--- src/rtl/lmq_pkg.sv ---
// lmq_pkg: shared types and constants for the LWE mod-q MAC codec.
// No dependencies; imported by lwe_mod_q_mac_codec_top, lmq_modmul and lmq_finish.
package lmq_pkg;

  // Modulus register value after reset
  localparam int unsigned MOD_RESET = 8210;

  // Finishing modes, read from the last item of a sum
  localparam logic [1:0] MODE_KEY = 2'd0;  // sum + noise
  localparam logic [1:0] MODE_V   = 2'd1;  // sum + noise + msg * floor(q/2)
  localparam logic [1:0] MODE_DEC = 2'd2;  // decode bit from cipher_v - sum

  // Status of the bit-serial modular multiplier
  typedef struct packed {
    logic busy;  // a product is in flight
    logic done;  // last step happens this cycle
  } lmq_mul_stat_t;

endpackage

--- src/rtl/lmq_if.sv ---
// lmq_if: valid/ready channel interfaces for operand items and result items.
// Depends on nothing; widths follow the W parameter of each instance.
interface lmq_op_if #(parameter int W = 14);
  logic         valid;
  logic         ready;
  logic [1:0]   mode;
  logic [W-1:0] a_value;
  logic [W-1:0] b_value;
  logic         last;
  logic [W-1:0] noise;
  logic         msg_bit;
  logic [W-1:0] cipher_v;

  modport source (output valid, mode, a_value, b_value, last, noise, msg_bit, cipher_v,
                  input ready);
  modport sink   (input valid, mode, a_value, b_value, last, noise, msg_bit, cipher_v,
                  output ready);
endinterface

interface lmq_res_if #(parameter int W = 14);
  logic         valid;
  logic         ready;
  logic [W-1:0] value;
  logic         range_error;

  modport source (output valid, value, range_error, input ready);
  modport sink   (input valid, value, range_error, output ready);
endinterface

--- src/rtl/lwe_mod_q_mac_codec_top.sv ---
// lwe_mod_q_mac_codec_top: mod-q multiply-accumulate with LWE finishing modes.
// Uses lmq_pkg, lmq_if, lmq_modmul and lmq_finish.
//
//   channel   | dir | handshake      | payload
//   ----------+-----+----------------+------------------------------------------
//   operand   | in  | valid/ready    | mode a_value b_value last noise msg_bit
//             |     |                | cipher_v
//   result    | out | valid/ready    | value range_error
//   modulus   | in  | modulus_we     | modulus_data
//
// Each operand item is accepted in idle, then steps through the serial
// multiplier one modulus bit at a time; a last item then passes through a
// finishing state. The result register decouples the output side; a new
// operand is taken while a result still waits, and finishing holds only if the
// result register is still full. Synchronous reset clears the sum, error flag
// and modulus (to 8210) with no clearing pass.
module lwe_mod_q_mac_codec_top #(
  parameter int MOD_WIDTH = 14
) (
  input  logic                 clk,
  input  logic                 rst,
  input  logic                 modulus_we,
  input  logic [MOD_WIDTH-1:0] modulus_data,
  lmq_op_if.sink               operand,
  lmq_res_if.source            result
);
  import lmq_pkg::*;

  localparam logic [MOD_WIDTH-1:0] ModReset = MOD_WIDTH'(MOD_RESET);

  localparam logic [1:0] ST_IDLE = 2'd0;
  localparam logic [1:0] ST_MUL  = 2'd1;
  localparam logic [1:0] ST_FIN  = 2'd2;

  logic [1:0]           state;
  logic [MOD_WIDTH-1:0] modulus;
  logic [MOD_WIDTH-1:0] q_eff;
  logic [MOD_WIDTH-1:0] running_sum;
  logic                 error_seen;

  // Latched fields of the item in flight
  logic [1:0]           mode;
  logic                 last;
  logic [MOD_WIDTH-1:0] noise;
  logic                 msg_bit;
  logic [MOD_WIDTH-1:0] cipher_v;

  // Result register
  logic                 out_valid;
  logic [MOD_WIDTH-1:0] out_value;
  logic                 out_err;

  logic                 accept;
  logic                 op_bad;
  logic [MOD_WIDTH-1:0] a_gated;
  logic [MOD_WIDTH-1:0] mul_result;
  lmq_mul_stat_t        mul_stat;
  logic [MOD_WIDTH-1:0] fin_value;
  logic                 fin_err;
  logic                 out_free;

  // Modulus values below 2 act as 2
  assign q_eff = (modulus < MOD_WIDTH'(2)) ? MOD_WIDTH'(2) : modulus;

  assign operand.ready = (state == ST_IDLE);
  assign accept        = operand.valid && operand.ready;
  assign op_bad        = (operand.a_value >= q_eff) || (operand.b_value >= q_eff);
  assign a_gated       = op_bad ? '0 : operand.a_value;  // bad pair only reduces the sum
  assign out_free      = !out_valid || result.ready;

  lmq_modmul #(.W(MOD_WIDTH)) u_modmul (
    .clk    (clk),
    .rst    (rst),
    .start  (accept),
    .q      (q_eff),
    .sum_in (running_sum),
    .a_in   (a_gated),
    .b_in   (operand.b_value),
    .result (mul_result),
    .stat   (mul_stat)
  );

  lmq_finish #(.W(MOD_WIDTH)) u_finish (
    .mode        (mode),
    .q           (q_eff),
    .sum         (running_sum),
    .noise       (noise),
    .msg_bit     (msg_bit),
    .cipher_v    (cipher_v),
    .value       (fin_value),
    .range_error (fin_err)
  );

  // Control: sequencer, sum, error flag, modulus
  always_ff @(posedge clk) begin
    if (rst) begin
      state       <= ST_IDLE;
      modulus     <= ModReset;
      running_sum <= '0;
      error_seen  <= 1'b0;
    end else begin
      if (modulus_we) begin
        modulus <= modulus_data;
      end
      case (state)
        ST_IDLE: begin
          if (accept) begin
            error_seen <= error_seen | op_bad;
            state      <= ST_MUL;
          end
        end
        ST_MUL: begin
          if (mul_stat.done) begin
            running_sum <= mul_result;
            state       <= last ? ST_FIN : ST_IDLE;
          end
        end
        ST_FIN: begin
          if (out_free) begin
            running_sum <= '0;
            error_seen  <= 1'b0;
            state       <= ST_IDLE;
          end
        end
        default: begin
          state <= ST_IDLE;
        end
      endcase
    end
  end

  // Result valid: set on a load, cleared when the item is taken
  always_ff @(posedge clk) begin
    if (rst) begin
      out_valid <= 1'b0;
    end else if ((state == ST_FIN) && out_free) begin
      out_valid <= 1'b1;
    end else if (result.ready) begin
      out_valid <= 1'b0;
    end
  end

  // Payload: item fields and result data
  always_ff @(posedge clk) begin
    if (accept) begin
      mode     <= operand.mode;
      last     <= operand.last;
      noise    <= operand.noise;
      msg_bit  <= operand.msg_bit;
      cipher_v <= operand.cipher_v;
    end
    if ((state == ST_FIN) && out_free) begin
      out_value <= fin_value;
      out_err   <= error_seen | fin_err;
    end
  end

  assign result.valid       = out_valid;
  assign result.value       = out_value;
  assign result.range_error = out_err;

`ifndef SYNTH
  // An accepted item always starts the multiplier
  a_accept_mul: assert property (@(posedge clk) disable iff (rst)
    accept |=> (state == ST_MUL) && mul_stat.busy)
    else $error("accepted item did not start multiply");

  // Multiplier completes only while the sequencer waits for it
  a_done_in_mul: assert property (@(posedge clk) disable iff (rst)
    mul_stat.done |-> (state == ST_MUL))
    else $error("multiplier done outside multiply state");

  // Finishing either holds or loads the result register
  a_fin_loads: assert property (@(posedge clk) disable iff (rst)
    (state == ST_FIN) |=> (state == ST_FIN) || ((state == ST_IDLE) && out_valid))
    else $error("finish left without loading a result");
`endif

endmodule

--- src/rtl/lmq_modmul.sv ---
// lmq_modmul: bit-serial (sum + a*b) mod q by interleaved shift-add-subtract.
// One bit of sum and of b per cycle, MSB first; uses lmq_pkg.
module lmq_modmul #(
  parameter int W = 14
) (
  input  logic                  clk,
  input  logic                  rst,
  input  logic                  start,
  input  logic [W-1:0]          q,
  input  logic [W-1:0]          sum_in,
  input  logic [W-1:0]          a_in,
  input  logic [W-1:0]          b_in,
  output logic [W-1:0]          result,
  output lmq_pkg::lmq_mul_stat_t stat
);
  import lmq_pkg::*;

  localparam int CntW = $clog2(W + 1);

  logic [CntW-1:0] cnt;
  logic [W-1:0]    sreg;
  logic [W-1:0]    breg;
  logic [W-1:0]    areg;
  logic [W-1:0]    p;

  logic [W:0]      dbl;
  logic [W-1:0]    dbl_red;
  logic [W:0]      acc;
  logic [W-1:0]    acc_red;

  // One Horner step: p = 2p + sum bit, reduce; then add a if b bit, reduce.
  // p < q keeps each partial below 2q, so one subtract suffices.
  always_comb begin
    dbl     = {p, sreg[W-1]};
    dbl_red = (dbl >= {1'b0, q}) ? W'(dbl - {1'b0, q}) : dbl[W-1:0];
    acc     = {1'b0, dbl_red} + (breg[W-1] ? {1'b0, areg} : {(W+1){1'b0}});
    acc_red = (acc >= {1'b0, q}) ? W'(acc - {1'b0, q}) : acc[W-1:0];
  end

  // Step counter and shift registers
  always_ff @(posedge clk) begin
    if (rst) begin
      cnt <= '0;
    end else if (start) begin
      cnt <= CntW'(W);
    end else if (cnt != '0) begin
      cnt <= cnt - CntW'(1);
    end
  end

  always_ff @(posedge clk) begin
    if (start) begin
      sreg <= sum_in;
      breg <= b_in;
      areg <= a_in;
      p    <= '0;
    end else if (cnt != '0) begin
      sreg <= sreg << 1;
      breg <= breg << 1;
      p    <= acc_red;
    end
  end

  assign stat.busy = (cnt != '0);
  assign stat.done = (cnt == CntW'(1));
  assign result    = acc_red;  // valid in the cycle done is high

endmodule

--- src/rtl/lmq_finish.sv ---
// lmq_finish: finishes one matrix entry from the reduced sum by mode.
// Noise/message addition or decryption threshold; uses lmq_pkg.
module lmq_finish #(
  parameter int W = 14
) (
  input  logic [1:0]   mode,
  input  logic [W-1:0] q,
  input  logic [W-1:0] sum,
  input  logic [W-1:0] noise,
  input  logic         msg_bit,
  input  logic [W-1:0] cipher_v,
  output logic [W-1:0] value,
  output logic         range_error
);
  import lmq_pkg::*;

  logic         is_dec;
  logic [W-1:0] quarter;
  logic [W-1:0] half;
  logic [W-1:0] v_chk;
  logic [W-1:0] e_chk;
  logic [W:0]   diff;
  logic [W-1:0] d;
  logic [W:0]   s1;
  logic [W-1:0] s1_red;
  logic [W:0]   s2;
  logic [W-1:0] s2_red;

  always_comb begin
    is_dec  = (mode == MODE_DEC);
    quarter = q >> 2;
    half    = q >> 1;

    // Out-of-range operands count as zero; the one the mode uses raises the flag
    v_chk = (cipher_v >= q) ? '0 : cipher_v;
    e_chk = (noise >= q) ? '0 : noise;
    range_error = is_dec ? (cipher_v >= q) : (noise >= q);

    // Decrypt: d = (v - sum) mod q
    diff = {1'b0, v_chk} - {1'b0, sum};
    d    = diff[W] ? W'(diff + {1'b0, q}) : diff[W-1:0];

    // Encode: (sum + e) mod q, then + floor(q/2) in V mode with a one bit
    s1     = {1'b0, sum} + {1'b0, e_chk};
    s1_red = (s1 >= {1'b0, q}) ? W'(s1 - {1'b0, q}) : s1[W-1:0];
    s2     = {1'b0, s1_red} + {1'b0, half};
    s2_red = (s2 >= {1'b0, q}) ? W'(s2 - {1'b0, q}) : s2[W-1:0];

    if (is_dec) begin
      value = ((d > quarter) && (d < q - quarter)) ? W'(1) : '0;
    end else if ((mode == MODE_V) && msg_bit) begin
      value = s2_red;
    end else begin
      value = s1_red;
    end
  end

endmodule

--- src/flat_wrapper.sv ---
// flat-port wrapper written by rule: the top's interface ports become plain ports
module lwe_mod_q_mac_codec_top_flat import lmq_pkg::*;
#(
  parameter int MOD_WIDTH = 14
)
  (clk, rst, modulus_we, modulus_data, operand_valid, operand_mode, operand_a_value, operand_b_value, operand_last, operand_noise, operand_msg_bit, operand_cipher_v, operand_ready, result_valid, result_value, result_range_error, result_ready);
  lmq_op_if #(.W((14))) operand_i ();
  lmq_res_if #(.W((14))) result_i ();
  input  logic clk;
  input  logic rst;
  input  logic modulus_we;
  input  logic [MOD_WIDTH-1:0] modulus_data;
  input wire logic [$bits(operand_i.valid)-1:0] operand_valid;
  input wire logic [$bits(operand_i.mode)-1:0] operand_mode;
  input wire logic [$bits(operand_i.a_value)-1:0] operand_a_value;
  input wire logic [$bits(operand_i.b_value)-1:0] operand_b_value;
  input wire logic [$bits(operand_i.last)-1:0] operand_last;
  input wire logic [$bits(operand_i.noise)-1:0] operand_noise;
  input wire logic [$bits(operand_i.msg_bit)-1:0] operand_msg_bit;
  input wire logic [$bits(operand_i.cipher_v)-1:0] operand_cipher_v;
  output wire logic [$bits(operand_i.ready)-1:0] operand_ready;
  output wire logic [$bits(result_i.valid)-1:0] result_valid;
  output wire logic [$bits(result_i.value)-1:0] result_value;
  output wire logic [$bits(result_i.range_error)-1:0] result_range_error;
  input wire logic [$bits(result_i.ready)-1:0] result_ready;
  assign operand_i.valid = operand_valid;
  assign operand_i.mode = operand_mode;
  assign operand_i.a_value = operand_a_value;
  assign operand_i.b_value = operand_b_value;
  assign operand_i.last = operand_last;
  assign operand_i.noise = operand_noise;
  assign operand_i.msg_bit = operand_msg_bit;
  assign operand_i.cipher_v = operand_cipher_v;
  assign operand_ready = operand_i.ready;
  assign result_valid = result_i.valid;
  assign result_value = result_i.value;
  assign result_range_error = result_i.range_error;
  assign result_i.ready = result_ready;
  lwe_mod_q_mac_codec_top #(.MOD_WIDTH(MOD_WIDTH)) u_core (.clk(clk), .rst(rst), .modulus_we(modulus_we), .modulus_data(modulus_data), .operand(operand_i), .result(result_i));
endmodule
--- config.mk ---
export PLATFORM = sky130hd
export DESIGN_NAME = lwe_mod_q_mac_codec_top_flat
export DESIGN_NICKNAME = d
export VERILOG_FILES = /design/src/rtl/lmq_pkg.sv /design/src/rtl/lmq_if.sv /design/src/rtl/lwe_mod_q_mac_codec_top.sv /design/src/rtl/lmq_modmul.sv /design/src/rtl/lmq_finish.sv /design/src/flat_wrapper.sv
export SDC_FILE = /design/constraint.sdc
export NUM_CORES = 1
export LEC_CHECK = 0
export ABC_AREA = 1
export BUFFER_PORTS_ARGS = -buffer_cell sky130_fd_sc_hd__clkbuf_2
export CAP_MARGIN = 10
export CORE_MARGIN = 2
export CORE_UTILIZATION = 45
export CTS_BUF_LIST = sky130_fd_sc_hd__clkbuf_8
export DETAILED_ROUTE_END_ITERATION = 8
export GPL_TIMING_DRIVEN = 0
export MAX_ROUTING_LAYER = met4
export RECOVER_POWER = 25
export SYNTH_ARGS = -nofsm -noshare
export SYNTH_HDL_FRONTEND = slang
export SYNTH_SLANG_ARGS = --single-unit
--- constraint.sdc ---
create_clock -name clk -period 24.7 [get_ports clk]
set_input_delay 1.235 -clock clk [delete_from_list [all_inputs] [get_ports clk]]
set_output_delay 1.235 -clock clk [all_outputs]
set_load 0.02 [all_outputs]
== Word-level counts from Yosys, hierarchy flattened ==
Index checks and enable logic that the tools add are counted.

* Register bits: 139
* Bits in latches: 0
* Memory bits (writable): 0
* ROM bits: 0
* Input bits: 79
* Memories kept: 0

* Add/sub/neg operators: 11
* Multipliers: 0
* Divide/modulo/power cells: 0
* Order comparisons: 11
* Equal/unequal tests: 8
* Shifts and indexed selects: 0
* Muxes and demuxes: 32
* Bitwise gates (word level): 2
* Reduce and logical (&&, ||, !) cells: 17

{| class="wikitable"
|+ Operator list
! operator !! number
|-
| 14-bit two-way mux || 17
|-
| 15-bit by 14-bit greater-or-equal comparator with 1-bit output || 4
|-
| 14-bit greater-or-equal comparator || 4
|-
| 14-bit subtractor || 4
|-
| 14-bit by 14-bit adder with 15-bit output || 2
|-
| 14-bit one-hot mux with 2 select lines || 1
|-
| 14-bit by 13-bit adder with 15-bit output || 1
|-
| 14-bit by 14-bit subtractor with 15-bit output || 1
|-
| 14-bit adder || 1
|-
| 14-bit by 12-bit greater-than comparator with 1-bit output || 1
|-
| 14-bit less-than comparator || 1
|-
| 14-bit by 2-bit less-than comparator with 1-bit output (second input constant) || 1
|-
| 14-bit by 12-bit subtractor with 14-bit output || 1
|-
| 3-bit AND reduction || 3
|-
| 2-bit two-way mux || 4
|-
| 4-bit two-way mux || 2
|-
| 2-bit nonzero test || 4
|-
| 1-bit two-way mux || 6
|-
| 2-bit one-hot mux with 3 select lines || 1
|-
| 2-bit by 1-bit == test with 1-bit output (second input constant) || 2
|-
| 2-bit == test (second input constant) || 2
|-
| 4-bit by 1-bit == test with 1-bit output (second input constant) || 1
|-
| 1-bit logical AND || 4
|-
| 2-bit by 1-bit != test with 1-bit output (second input constant) || 2
|-
| 9 further kinds || 11
|}

== Logic depth before layout (Yosys ltp) ==
Gate-level depths: netlist of the first run.

* Depth in word-level cells: 12
* Depth in mapped cells: 63

== By module ==
From an unflattened synthesis of the first run, not the netlist that was laid out.

* Cell total of the unflattened synthesis: 2339
* Area total of the unflattened synthesis: 15876.5 µm²

{| class="wikitable"
|+ By module, submodules not included
! module !! instances !! cells each !! area each (µm²) !! sequential area each (µm²)
|-
| lmq_finish || 1 || 1191 || 6894.1 || 0.0
|-
| lmq_modmul || 1 || 785 || 5287.6 || 1621.6
|-
| lwe_mod_q_mac_codec_top || 1 || 363 || 3694.8 || 2052.0
|}

== Worst setup path before layout of the first run ==
OpenSTA, ideal clock, no wires.

* Kind: register -> register
* Start: reg u_core.modulus[12]
* End: reg u_core.out_value[4] (netlist: u_core.result.value[4]), data pin
* Arrival: 7605 ps
* Data required time: 24450 ps
* Slack: 16844 ps
* Cell stages (with the launch flop): 57
* Path buffers: 3
* Clock period less this slack: 7856 ps
* Path through: dfxtp_1 inv_2 nand2_1 nor2_2 nand2_2 nand2_4 inv_1 ha_1 a21oi_1 o211ai_1 a21boi_0 o21ai_0 nand2_1 nand2_1 nand2_1 o311ai_1 clkbuf_1 nor2_1 [21 not listed] a31o_2 a21oi_1 xor2_1 inv_1 ha_1 a21oi_1 o21ai_0 a21oi_1 nand2_2 nand2_2 nand2_2 nand2_4 nand3_4 buf_6 nand2_1 nand3_1 nand3_1 inv_1

* Longest elaborated chain between the ends: 12

{| class="wikitable"
|+ RTL lines
! what !! RTL line !! source
|-
| start, declared || lwe_mod_q_mac_codec_top.sv:36 || <nowiki>logic [MOD_WIDTH-1:0] modulus;</nowiki>
|-
| start signal, assigned || lwe_mod_q_mac_codec_top.sv:98 || <nowiki>modulus <= ModReset;</nowiki>
|-
| start signal, assigned || lwe_mod_q_mac_codec_top.sv:103 || <nowiki>modulus <= modulus_data;</nowiki>
|-
| 14-bit by 2-bit less-than comparator with 1-bit output || lwe_mod_q_mac_codec_top.sv:63 || <nowiki>assign q_eff = (modulus < MOD_WIDTH'(2)) ? MOD_WIDTH'(2) : modulus;</nowiki>
|-
| 14-bit two-way mux * || lwe_mod_q_mac_codec_top.sv:63 ||
|-
| 14-bit greater-or-equal comparator || lmq_finish.sv:36 || <nowiki>e_chk = (noise >= q) ? '0 : noise;</nowiki>
|-
| 14-bit two-way mux || lmq_finish.sv:36 ||
|-
| 14-bit by 14-bit adder with 15-bit output || lmq_finish.sv:44 || <nowiki>s1 = {1'b0, sum} + {1'b0, e_chk};</nowiki>
|-
| 14-bit subtractor / 15-bit by 14-bit greater-or-equal comparator with 1-bit output (equally long branches) || lmq_finish.sv:45 || <nowiki>s1_red = (s1 >= {1'b0, q}) ? W'(s1 - {1'b0, q}) : s1[W-1:0];</nowiki>
|-
| 14-bit two-way mux || lmq_finish.sv:45 ||
|-
| 14-bit by 13-bit adder with 15-bit output || lmq_finish.sv:46 || <nowiki>s2 = {1'b0, s1_red} + {1'b0, half};</nowiki>
|-
| 14-bit subtractor / 15-bit by 14-bit greater-or-equal comparator with 1-bit output (equally long branches) || lmq_finish.sv:47 || <nowiki>s2_red = (s2 >= {1'b0, q}) ? W'(s2 - {1'b0, q}) : s2[W-1:0];</nowiki>
|-
| 14-bit two-way mux || lmq_finish.sv:47 ||
|-
| 14-bit two-way mux * || lmq_finish.sv:51 || <nowiki>end else if ((mode == MODE_V) && msg_bit) begin</nowiki>
|-
| 14-bit two-way mux * || lmq_finish.sv:49 || <nowiki>if (is_dec) begin</nowiki>
|-
| end signal, assigned || lwe_mod_q_mac_codec_top.sv:153 || <nowiki>out_value <= fin_value;</nowiki>
|-
| end, declared || lwe_mod_q_mac_codec_top.sv:50 || <nowiki>logic [MOD_WIDTH-1:0] out_value;</nowiki>
|}

Every way passes the cells marked *; elsewhere a longest branch is shown, timed or not.
A chain may end at the register's enable or synchronous reset.

== Final worst setup path of the first run ==
* Start: reg u_core.modulus[13]
* End: reg u_core.out_value[1] (netlist: u_core.result.value[1]), data pin

Same word-level chain as after synthesis.

==> results of run 1 <==
## worst max-delay path by stage
stage                                     from                              endpoint  cells past startpoint
2_1_floorplan  u_core.modulus[12]$_SDFFE_PP0P_  u_core.result.value[4]$_SDFFCE_PN0P_                     56
3_3_place_gp   u_core.modulus[13]$_SDFFE_PP1P_  u_core.result.value[1]$_SDFFCE_PN0P_                     57
3_5_place_dp   u_core.modulus[13]$_SDFFE_PP1P_  u_core.result.value[1]$_SDFFCE_PN0P_                     57
4_1_cts        u_core.modulus[13]$_SDFFE_PP1P_  u_core.result.value[1]$_SDFFCE_PN0P_                     55
5_1_grt        u_core.modulus[13]$_SDFFE_PP1P_  u_core.result.value[1]$_SDFFCE_PN0P_                     57
6_report       u_core.modulus[13]$_SDFFE_PP1P_  u_core.result.value[1]$_SDFFCE_PN0P_                     56
## cells in the mapped netlist, drive strengths merged (9+ instances only)
| cell | number | area share [%] |
|---|---|---|
| a21o | 10 | 0.52 |
| a21oi | 183 | 6.3 |
| buf | 16 | 0.60 |
| clkbuf | 32 | 0.83 |
| dfxtp | 50 | 6.9 |
| edfxtp | 89 | 18 |
| fa | 9 | 1.2 |
| ha | 217 | 19 |
| inv | 281 | 7.3 |
| nand2 | 474 | 13 |
| nand3 | 138 | 5.0 |
| nand3b | 15 | 0.77 |
| nand4 | 25 | 1.1 |
| nor2 | 158 | 4.1 |
| nor3 | 22 | 0.79 |
| o21ai | 137 | 4.7 |
| o21bai | 10 | 0.52 |
| xnor2 | 33 | 2.0 |
| xor2 | 67 | 4.0 |
## power by group
part	internal, mW	switching (mW)
clock network	0.0998	0.102
registers	0.293	0.0201
logic	0.577	1.04
## metrics by stage
stage / total power, mW / hold WS, ps / setup slack (ps) / util [%] / cells
global route: 2.34 / 497 / 13290 / 50.3 / 2565
finish: 2.14 / 480 / 14110 / 50.3 / 2565
CTS: 2.11 / 479 / 14350 / 50.3 / 2565
detailed placement: 1.89 / 469 / 14370 / 49.1 / 2533
floorplan: 1.52 / 444 / 16840 / - / 2034
global placement: 1.89 / 462 / 14420 / 48.9 / 2531
## final cells by class
cell class,instances,share of cell area (%)
multi-input combinational,1566,60.2
sequential,139,23.0
inverter,281,6.63
tap,402,3.15
timing repair buffer,97,3.10
clock buffer,17,1.47
buffer,48,1.31
clock inverter,15,1.09
## flip-flops by register name, indices dropped and copies added (netlist names), 2 cells and up
signal / flops
u_core.noise: 14
u_core.u_modmul.breg: 14
u_core.mode: 2
u_core.u_modmul.cnt: 4
u_core.u_modmul.p: 14
u_core.state: 2
u_core.cipher_v: 14
u_core.u_modmul.sreg: 14
u_core.running_sum: 14
u_core.result.value: 14
u_core.modulus: 14
u_core.u_modmul.areg: 14
## logic make-up after synthesis
| group | after synthesis | synth area share, % |
|---|---|---|
| buffers and inverters | 329 | 8.70 |
| DFF | 139 | 25.3 |
| xor gates and xnor gates | 100 | 6.02 |
| AOI/OAI and AO/OA | 393 | 15.0 |
| and+or+nand+nor | 847 | 25.1 |
| adders and majority gates | 226 | 19.9 |
## metal layers
metal | vias up | track usage [%] | wire length, um
li1 | 7078 | - | -
met5 | - | - | 0
met4 | 0 | 10.3 | 1530
met3 | 78 | 5.19 | 3200
met2 | 440 | 42.8 | 19700
met1 | 6373 | 38.9 | 21800
## placed cells by master, fill, tap and decap left out, types with 4 or more instances in the layout
cell          n
o21ai_1       4
dfxtp_1      50
nand2_4       5
nor3_1       21
nand2_2       9
nor2_1      155
nand2_1     460
a21boi_0      5
o21a_1        6
clkbuf_1     37
buf_2        11
nand4_1      25
fa_1          9
inv_2         7
a21o_1       10
clkinvlp_4    4
xnor2_1      33
o21ai_0     133
edfxtp_1     89
a211oi_1      7
nor4_1        7
ha_1        217
o21bai_1     10
a21oi_1     182
o211ai_1      6
nand3_1     134
inv_1       274
clkbuf_8     17
clkbuf_2     91
or2_2         5
nand3b_1     15
a31oi_1       7
xor2_1       67
## critical path, delay by kind of cell, from the launching register on
| kind | cells | cell delay (ps) |
|---|---|---|
| flip-flops | 1 | 520 |
| adder cells (fa/ha/maj) | 5 | 1910 |
| buffers and inverters | 7 | 1780 |
| AND/OR/NAND/NOR | 28 | 2670 |
| AO/OA/AOI/OAI | 14 | 2800 |
| XOR/XNOR | 2 | 670 |
==> impl_metrics.yaml, run 1 <==
run_status:
  status: "finished clean"
critical_path:
  crit_slowest_cell: "inv_1"
  crit_top_cell: "nand2_1"
  cp_data_required_time_ps: 24930
  reg2regPathDepth: 56
  r2r_start: "u_core.modulus[13]$_SDFFE_PP1P_"
  worst_setup_path_start_kind: "register"
  r2r_end: "u_core.result.value[1]$_SDFFCE_PN0P_"
  crit_type: "reg2reg"
  endpoint_kind: "register"
  cp_max_fo: 13
  crit_arrival_ps: 10820
  r2r_slack_ps: 14110
  cp_slowest_stage_delay_ps: 680
yosys:
  synth_cell_types: 56
  synth_cells: 2034
  ys_warn_count: 0
  syn_area_um2: 14500
  synth_flop_cell: "edfxtp_1"
  synthArstFlopShare_pct: 0
  syn_area_per_cell_um2: 7.15
  yosys_register_bits: 139
  synth_edf_count: 89
  synth_nets: 2339
  yosysSeqAreaShare_pct: 25.3
worst_hold_path:
  min_path_cells: 2
  min_to: "u_core.u_modmul.p[13]$_SDFFE_PP0P_"
  hp-class: "reg2reg"
  holdCritStartpoint: "u_core.u_modmul.p[13]$_SDFFE_PP0P_"
drt:
  viasPerCell: 5.45
  drtIter0Drc: 1115
  num_vias: 14000
  wire_per_inst_um: 18.0
  remaining_drc_errors: 0
  drt-total-wl_um: 46200
  ant_nets: 0
  dr.pass1.iters: 6
global_route:
  grtUsageTotal_pct: 28.7
  grt_pass1_wl_um: 71600
  overflow: 0
  grt_max_degree: 33
  antenna_found_initial: 0
  grt_pass1_vias: 13200
layout:
  area_delta_synth_final_pct: 9.69
  multi_input_area_um2: 9600
  drive_above_1_share_pct: 8.32
  seq_area_um2: 3670
  n_antenna_cell: 0
  fillers: 3234
  stdcell_area_um2: 15900
  nets: 2455
sta:
  fin_crit_ps: 10590
  rsz0062_at_grt: "false"
  clock_skew_ps: 12.7
  tightest_slew_ps: 1100
  slew_violations: 0
  slew_headroom_pct: 26.8
  fin_setup_tns_ps: 0
  hold_viol: 0
  fin_crit_sh_pct: 42.9
  fmax_ghz: 0.0944
  setup-violations-final: 0
clock_network:
  clock_path_buffers: 2
  cts_setup_buffers: 0
  clock_latency_ps: 480
  cts_root_buf: "clkbuf_8"
  cts_tree: "done"
  cts.clk_slew.worst_paths_ps: 90
  ctsHoldBuffers: 0
  htreeDepth: 4
  cts_made_buffers: 17
  cts_sinks: 139
  ctsResizeCount: 0
die:
  die_h_um: 184
  ioPinCount: 96
  coreArea_um2: 31700
  die_w_um: 184
  rows: 65
  dieArea_um2: 33800
  initial_core_util_pct: 45.8
run:
  drv_cap: 0
place:
  port_buffers: 95
  dp_hpwl_um: 36200
  globalplace.congestion: 0.981
  placed_area_um2: 15600
power_and_ir_drop:
  vdd_drop_max_mv: 0.0879
  cellPowerDensity_nw_per_um2: 134
  p_leak_nw: 8.03
No activity file was read; power rests on OpenSTA's default activity.
==> inputs of run 2 (changes only) <==
ABC_AREA = 0   (was 1)
clock period = 9.9 ns   (was 24.7 ns; I/O delays follow)
==> impl_metrics.yaml, run 2 <==
power_and_ir_drop:
  pwr-share-seq_pct: 12.9
  p_leak_nw: 7.19
  internal_power_mw: 3.14
  pwr-share-clk_pct: 7.5
  finalPower_mw: 6.23
  p_comb_share_pct: 79.6
  cellPowerDensity_nw_per_um2: 379
  swShare_pct: 49.6
  power_switching_mw: 3.09
  vdd_drop_max_mv: 0.246
layout:
  fin_cells: 2193
  area_delta_synth_final_pct: 18.9
  drive_above_1_share_pct: 19.1
  fillers: 2840
  layout_common_cells: "196 x ha_1, 131 x nand2_1, 131 x a21oi_1, 111 x o21ai_0, 99 x nor2_1"
  n_antenna_cell: 0
  nets: 2089
  stdcell_area_um2: 16400
  final_common_cell: "ha_1"
yosys:
  synth_compound_area_share_pct: 20.8
  synth_cell_types: 77
  synth_top_family_by_area: "adder cells"
  syn_area_um2: 13800
  yosysSeqAreaShare_pct: 26.6
  syn_area_per_cell_um2: 8.64
  synth_mux_area_share_pct: 4.22
  synth_nets: 1905
  yosysMostFrequentCell: "ha_1"
  synth_top_area_share_pct: 19.6
  ys_warn_count: 0
  synthAdderAreaFrac_pct: 20.9
  yosys_register_bits: 139
  synthXorXnorAreaFrac_pct: 6.40
  synthArstFlopShare_pct: 0
  synth_flop_cell: "edfxtp_1"
  yosys.area.top_type: "ha_1"
  yosys.area_share.simple_pct: 17.1
  synth.area.top_cells: "ha_1 20%, edfxtp_1 19%, dfxtp_1 7.2%"
  synth_edf_count: 89
  synth.top_cells.by_count: "217 x ha_1, 142 x a21oi_1, 133 x nand2_1, 125 x o21ai_0, 104 x nor2_1"
  synth_cells: 1600
critical_path:
  cp_max_fo: 6
  cp_slowest_stage_delay_ps: 380
  crit_arrival_ps: 10050
  cp_data_required_time_ps: 10110
  worst_setup_path_start_kind: "register"
  crit_top_cell: "a21oi_1"
  crit_slowest_cell: "dfxtp_4"
  endpoint_kind: "register"
  crit_type: "reg2reg"
die:
  dieArea_um2: 32200
  die_h_um: 179
  rows: 64
  ioPinCount: 96
  coreArea_um2: 30400
  initial_core_util_pct: 45.5
  die_w_um: 179
drt:
  ant_nets: 0
  viasPerCell: 5.75
  drt-total-wl_um: 41900
  dr.pass1.iters: 7
  wire_per_inst_um: 19.1
  remaining_drc_errors: 0
  drtIter0Drc: 1017
  num_vias: 12600
worst_hold_path:
  hp-class: "in2reg"
global_route:
  overflow: 0
  grt_util_met1_pct: 36.6
  busiest_layer: "met2"
  grt_pass1_vias: 11400
  grtUsageMet2_pct: 40.5
  grtUsageTotal_pct: 26.4
  antenna_found_initial: 0
  grt_max_degree: 39
  grt_pass1_wl_um: 62800
  grtUsageMet3_pct: 4.64
sta:
  slew_violations: 0
  slew_headroom_pct: 22.7
  setup-violations-final: 0
  clock_skew_ps: 24.4
  fin_crit_ps: 9840
  tightest_slew_ps: 1160
  fmax_ghz: 0.102
  rsz0062_at_grt: "true"
  hold_viol: 0
  fin_crit_sh_pct: 99.4
place:
  port_buffers: 94
  placed_cells: 2093
  dp_hpwl_um: 30900
  globalplace.congestion: 0.904
  placed_area_um2: 14900
clock_network:
  clock_latency_ps: 500
  cts_made_buffers: 17
  ctsHoldBuffers: 0
  clock_path_buffers: 2
  cts_root_buf: "clkbuf_8"
  cts_sinks: 139
  htreeDepth: 4
  cts_tree: "done"
  cts.clk_slew.worst_paths_ps: 100
run_status:
  status: "finished clean"
run:
  drv_cap: 0
## run 2: layout make-up
| type | instances | area, um^2 | share of cell area [%] |
|---|---|---|---|
| tap | 396 | 495 | 3.01 |
| multi-input combinational | 1316 | 10200 | 62.0 |
| buffer | 46 | 204 | 1.24 |
| sequential | 139 | 3690 | 22.4 |
| timing repair buffer | 168 | 1090 | 6.64 |
| clock buffer | 17 | 234 | 1.42 |
| inverter | 96 | 383 | 2.33 |
| clock inverter | 15 | 148 | 0.898 |
## run 2: what timing repair did
action | in CTS | in global routing
pin swaps | 16 | 74
hold endpoints to repair | 0 | 0
cloned | 1 | 0
setup buffers | 23 | 47
endpoints found under the setup margin | 14 | 14
resized for setup | 44 | 110
## run 2: path summary, 6_finish.rpt
kind / start / cells after the start / endpoint / slack [ps]
hold reg to reg: u_core.error_seen$_SDFFE_PP0P_ / 1 / u_core.error_seen$_SDFFE_PP0P_ / 480
setup reg to reg: u_core.modulus[9]$_SDFFE_PP0P_ / 47 / u_core.result.value[6]$_SDFFCE_PN0P_ / 60
setup / recovery: u_core.modulus[9]$_SDFFE_PP0P_ / 47 / u_core.result.value[6]$_SDFFCE_PN0P_ / 60
hold / removal: operand_cipher_v[5] / 1 / u_core.cipher_v[5]$_DFFE_PP_ / 170
## run 2: kinds of logic after synthesis
family	Yosys count
AOI/OAI and AO/OA	453
xor gates and xnor gates	101
adders and majority gates	226
buffers and inverters	145
DFF	139
muxes	56
and+or+nand+nor	480
## run 2: metrics by stage
step / util (%) / setup WS, ps / setup TNS [ps] / hold WS [ps]
2_1_floorplan: - / 130 / 0 / 433
3_3_place_gp: 48.6 / -2360 / -31440 / 454
3_5_place_dp: 48.8 / -2010 / -26590 / 455
4_1_cts: 51.4 / 7.52 / 0 / 138
5_1_grt: 54.1 / -220 / -1760 / 143
6_report: 54.1 / 62.7 / 0 / 170
## run 2: critical path: cells and delay by family, from the launching register on
| kind | cells | cell delay [ps] |
|---|---|---|
| multiplexers | 2 | 510 |
| buffers and inverters | 4 | 920 |
| adder cells (fa/ha/maj) | 5 | 1470 |
| XOR/XNOR | 2 | 520 |
| AND/OR/NAND/NOR | 10 | 1240 |
| AO/OA/AOI/OAI | 24 | 4470 |
| flip-flops | 1 | 380 |
## run 2: layer usage
layer | up-vias | routed length, um | share of wire, %
met5 | - | 0 | 0
met4 | 0 | 544 | 1.3
met3 | 37 | 2280 | 5.4
met2 | 355 | 19100 | 46
met1 | 5992 | 20000 | 48
li1 | 6217 | - | -
## run 2: power by group through the flow
stage          combinational (mW)  sequential [mW]  clock, mW
2_1_floorplan                3.43            0.782          0
3_3_place_gp                 4.28            0.810          0
3_5_place_dp                 4.34            0.810          0
4_1_cts                      4.62            0.798      0.478
5_1_grt                      5.44            0.812      0.502
6_report                     4.96            0.802      0.467
==> inputs of run 3 (changes only) <==
ABC_AREA = 1   (was 0)
PLACE_DENSITY_LB_ADDON = 0.25   (was not set)
==> impl_metrics.yaml, run 3 (same netlist as run 1, synthesis figures left out) <==
run_status:
  status: "finished clean"
sta:
  slew_headroom_pct: 26.8
  fin_setup_tns_ps: 0
  fin_hold_ws_ps: 157
  tightest_slew_ps: 1100
  clock_skew_ps: 16.0
  hold_viol: 0
  layout_setup_ws_ps: 547
  slew_violations: 0
  fmax_ghz: 0.107
  fin_crit_sh_pct: 94.5
  fin_crit_ps: 9350
  setup-violations-final: 0
critical_path:
  cp_data_required_time_ps: 10160
  crit_slowest_cell: "dfxtp_2"
  crit_type: "reg2reg"
  cp_slowest_stage_delay_ps: 420
  endpoint_kind: "register"
  worst_setup_path_start_kind: "register"
  crit_top_cell: "nand2_1"
  cp_max_fo: 13
  crit_arrival_ps: 9610
clock_network:
  cts.clk_slew.worst_paths_ps: 100
  clock_path_buffers: 2
  cts_tree: "done"
  clock_latency_ps: 510
  htreeDepth: 4
  cts_sinks: 139
  cts_root_buf: "clkbuf_8"
  cts_made_buffers: 17
  ctsHoldBuffers: 0
power_and_ir_drop:
  swShare_pct: 54.9
  internal_power_mw: 2.41
  vdd_drop_max_mv: 0.201
  pwr-share-clk_pct: 9.3
  finalPower_mw: 5.33
  cellPowerDensity_nw_per_um2: 331
  power_switching_mw: 2.92
  p_comb_share_pct: 76.1
  p_leak_nw: 8.07
  pwr-share-seq_pct: 14.6
die:
  die_w_um: 184
  dieArea_um2: 33800
  die_h_um: 184
  ioPinCount: 96
  rows: 65
  coreArea_um2: 31700
  initial_core_util_pct: 45.8
place:
  port_buffers: 95
  placed_area_um2: 15600
  globalplace.congestion: 0.979
  dp_hpwl_um: 35600
  place_ws_ps: -544
  placed_cells: 2533
drt:
  drtIter0Drc: 1249
  remaining_drc_errors: 0
  num_vias: 14200
  wire_per_inst_um: 18.0
  ant_nets: 0
  dr.pass1.iters: 5
  drt-total-wl_um: 46300
  viasPerCell: 5.51
layout:
  drive_above_1_share_pct: 9.50
  fin_util_pct: 50.7
  area_delta_synth_final_pct: 10.6
  final_common_cell: "nand2_1"
  fin_cells: 2570
  layout_common_cells: "460 x nand2_1, 272 x inv_1, 215 x ha_1, 179 x a21oi_1, 152 x nor2_1"
  n_antenna_cell: 0
  stdcell_area_um2: 16100
  nets: 2460
global_route:
  grt_max_degree: 42
  grt_pass1_vias: 13100
  grtUsageTotal_pct: 28.5
  overflow: 0
  antenna_found_initial: 0
  grt_pass1_wl_um: 70800
worst_hold_path:
  hp-class: "in2reg"
run:
  drv_cap: 0
-- run 3: cell types whose count changed in the layout (fill, tap and decap cells not counted), sizes merged, moves of 38 or more --
cell,delta
a21oi,+39
nand3,+113
nand2,+341
inv,+187
xnor2,-38
buf,-57
nor2,+54
and2,-55
-- run 3: what timing repair did --
| action | CTS | global route |
|---|---|---|
| pin swaps | 0 | 2 |
| setup endpoints to repair | 14 | 14 |
| setup buffers | 2 | 3 |
| resized for setup | 5 | 32 |
-- run 3: path summary, 6_finish.rpt --
path / startpoint / end / slack [ps] / cells past startpoint
setup reg to reg: u_core.modulus[13]$_SDFFE_PP1P_ / u_core.result.value[1]$_SDFFCE_PN0P_ / 550 / 54
setup / recovery: u_core.modulus[13]$_SDFFE_PP1P_ / u_core.result.value[1]$_SDFFCE_PN0P_ / 550 / 54
hold reg to reg: u_core.u_modmul.p[13]$_SDFFE_PP0P_ / u_core.u_modmul.p[13]$_SDFFE_PP0P_ / 480 / 2
hold / removal: operand_msg_bit / u_core.msg_bit$_DFFE_PP_ / 160 / 1
-- run 3: power by group through the flow --
| stage | Combinational, mW | Sequential [mW] | Clock, mW |
|---|---|---|---|
| global placement | 3.87 | 0.791 | 0 |
| detailed placement | 3.91 | 0.791 | 0 |
| finish | 4.05 | 0.780 | 0.495 |
| CTS | 3.94 | 0.779 | 0.506 |
| global route | 4.53 | 0.790 | 0.529 |
| floorplan | 3.01 | 0.775 | 0 |
-- run 3: routing by layer --
metal,routed length [um],GRT usage (%),up-vias
li1,-,-,7091
met1,21800,39.1,6517
met2,19900,42.7,472
met3,3120,3.98,75
met4,1480,10.8,0
met5,0,-,-
-- run 3: layout make-up --
type,count,area (um^2)
fill,3164,15600
clock inverter,14,150
buffer,48,218
tap,402,503
clock buffer,18,248
timing repair buffer,102,534
sequential,139,3670
inverter,281,1080
multi-input combinational,1566,9680
-- run 3: critical path, delay by kind of cell (launching register included) --
family	cells	cell delay, ps
flip-flops	1	420
adder cells (fa/ha/maj)	5	1800
AO/OA/AOI/OAI	13	2370
buffers and inverters	10	1360
XOR/XNOR	2	390
AND/OR/NAND/NOR	24	2730
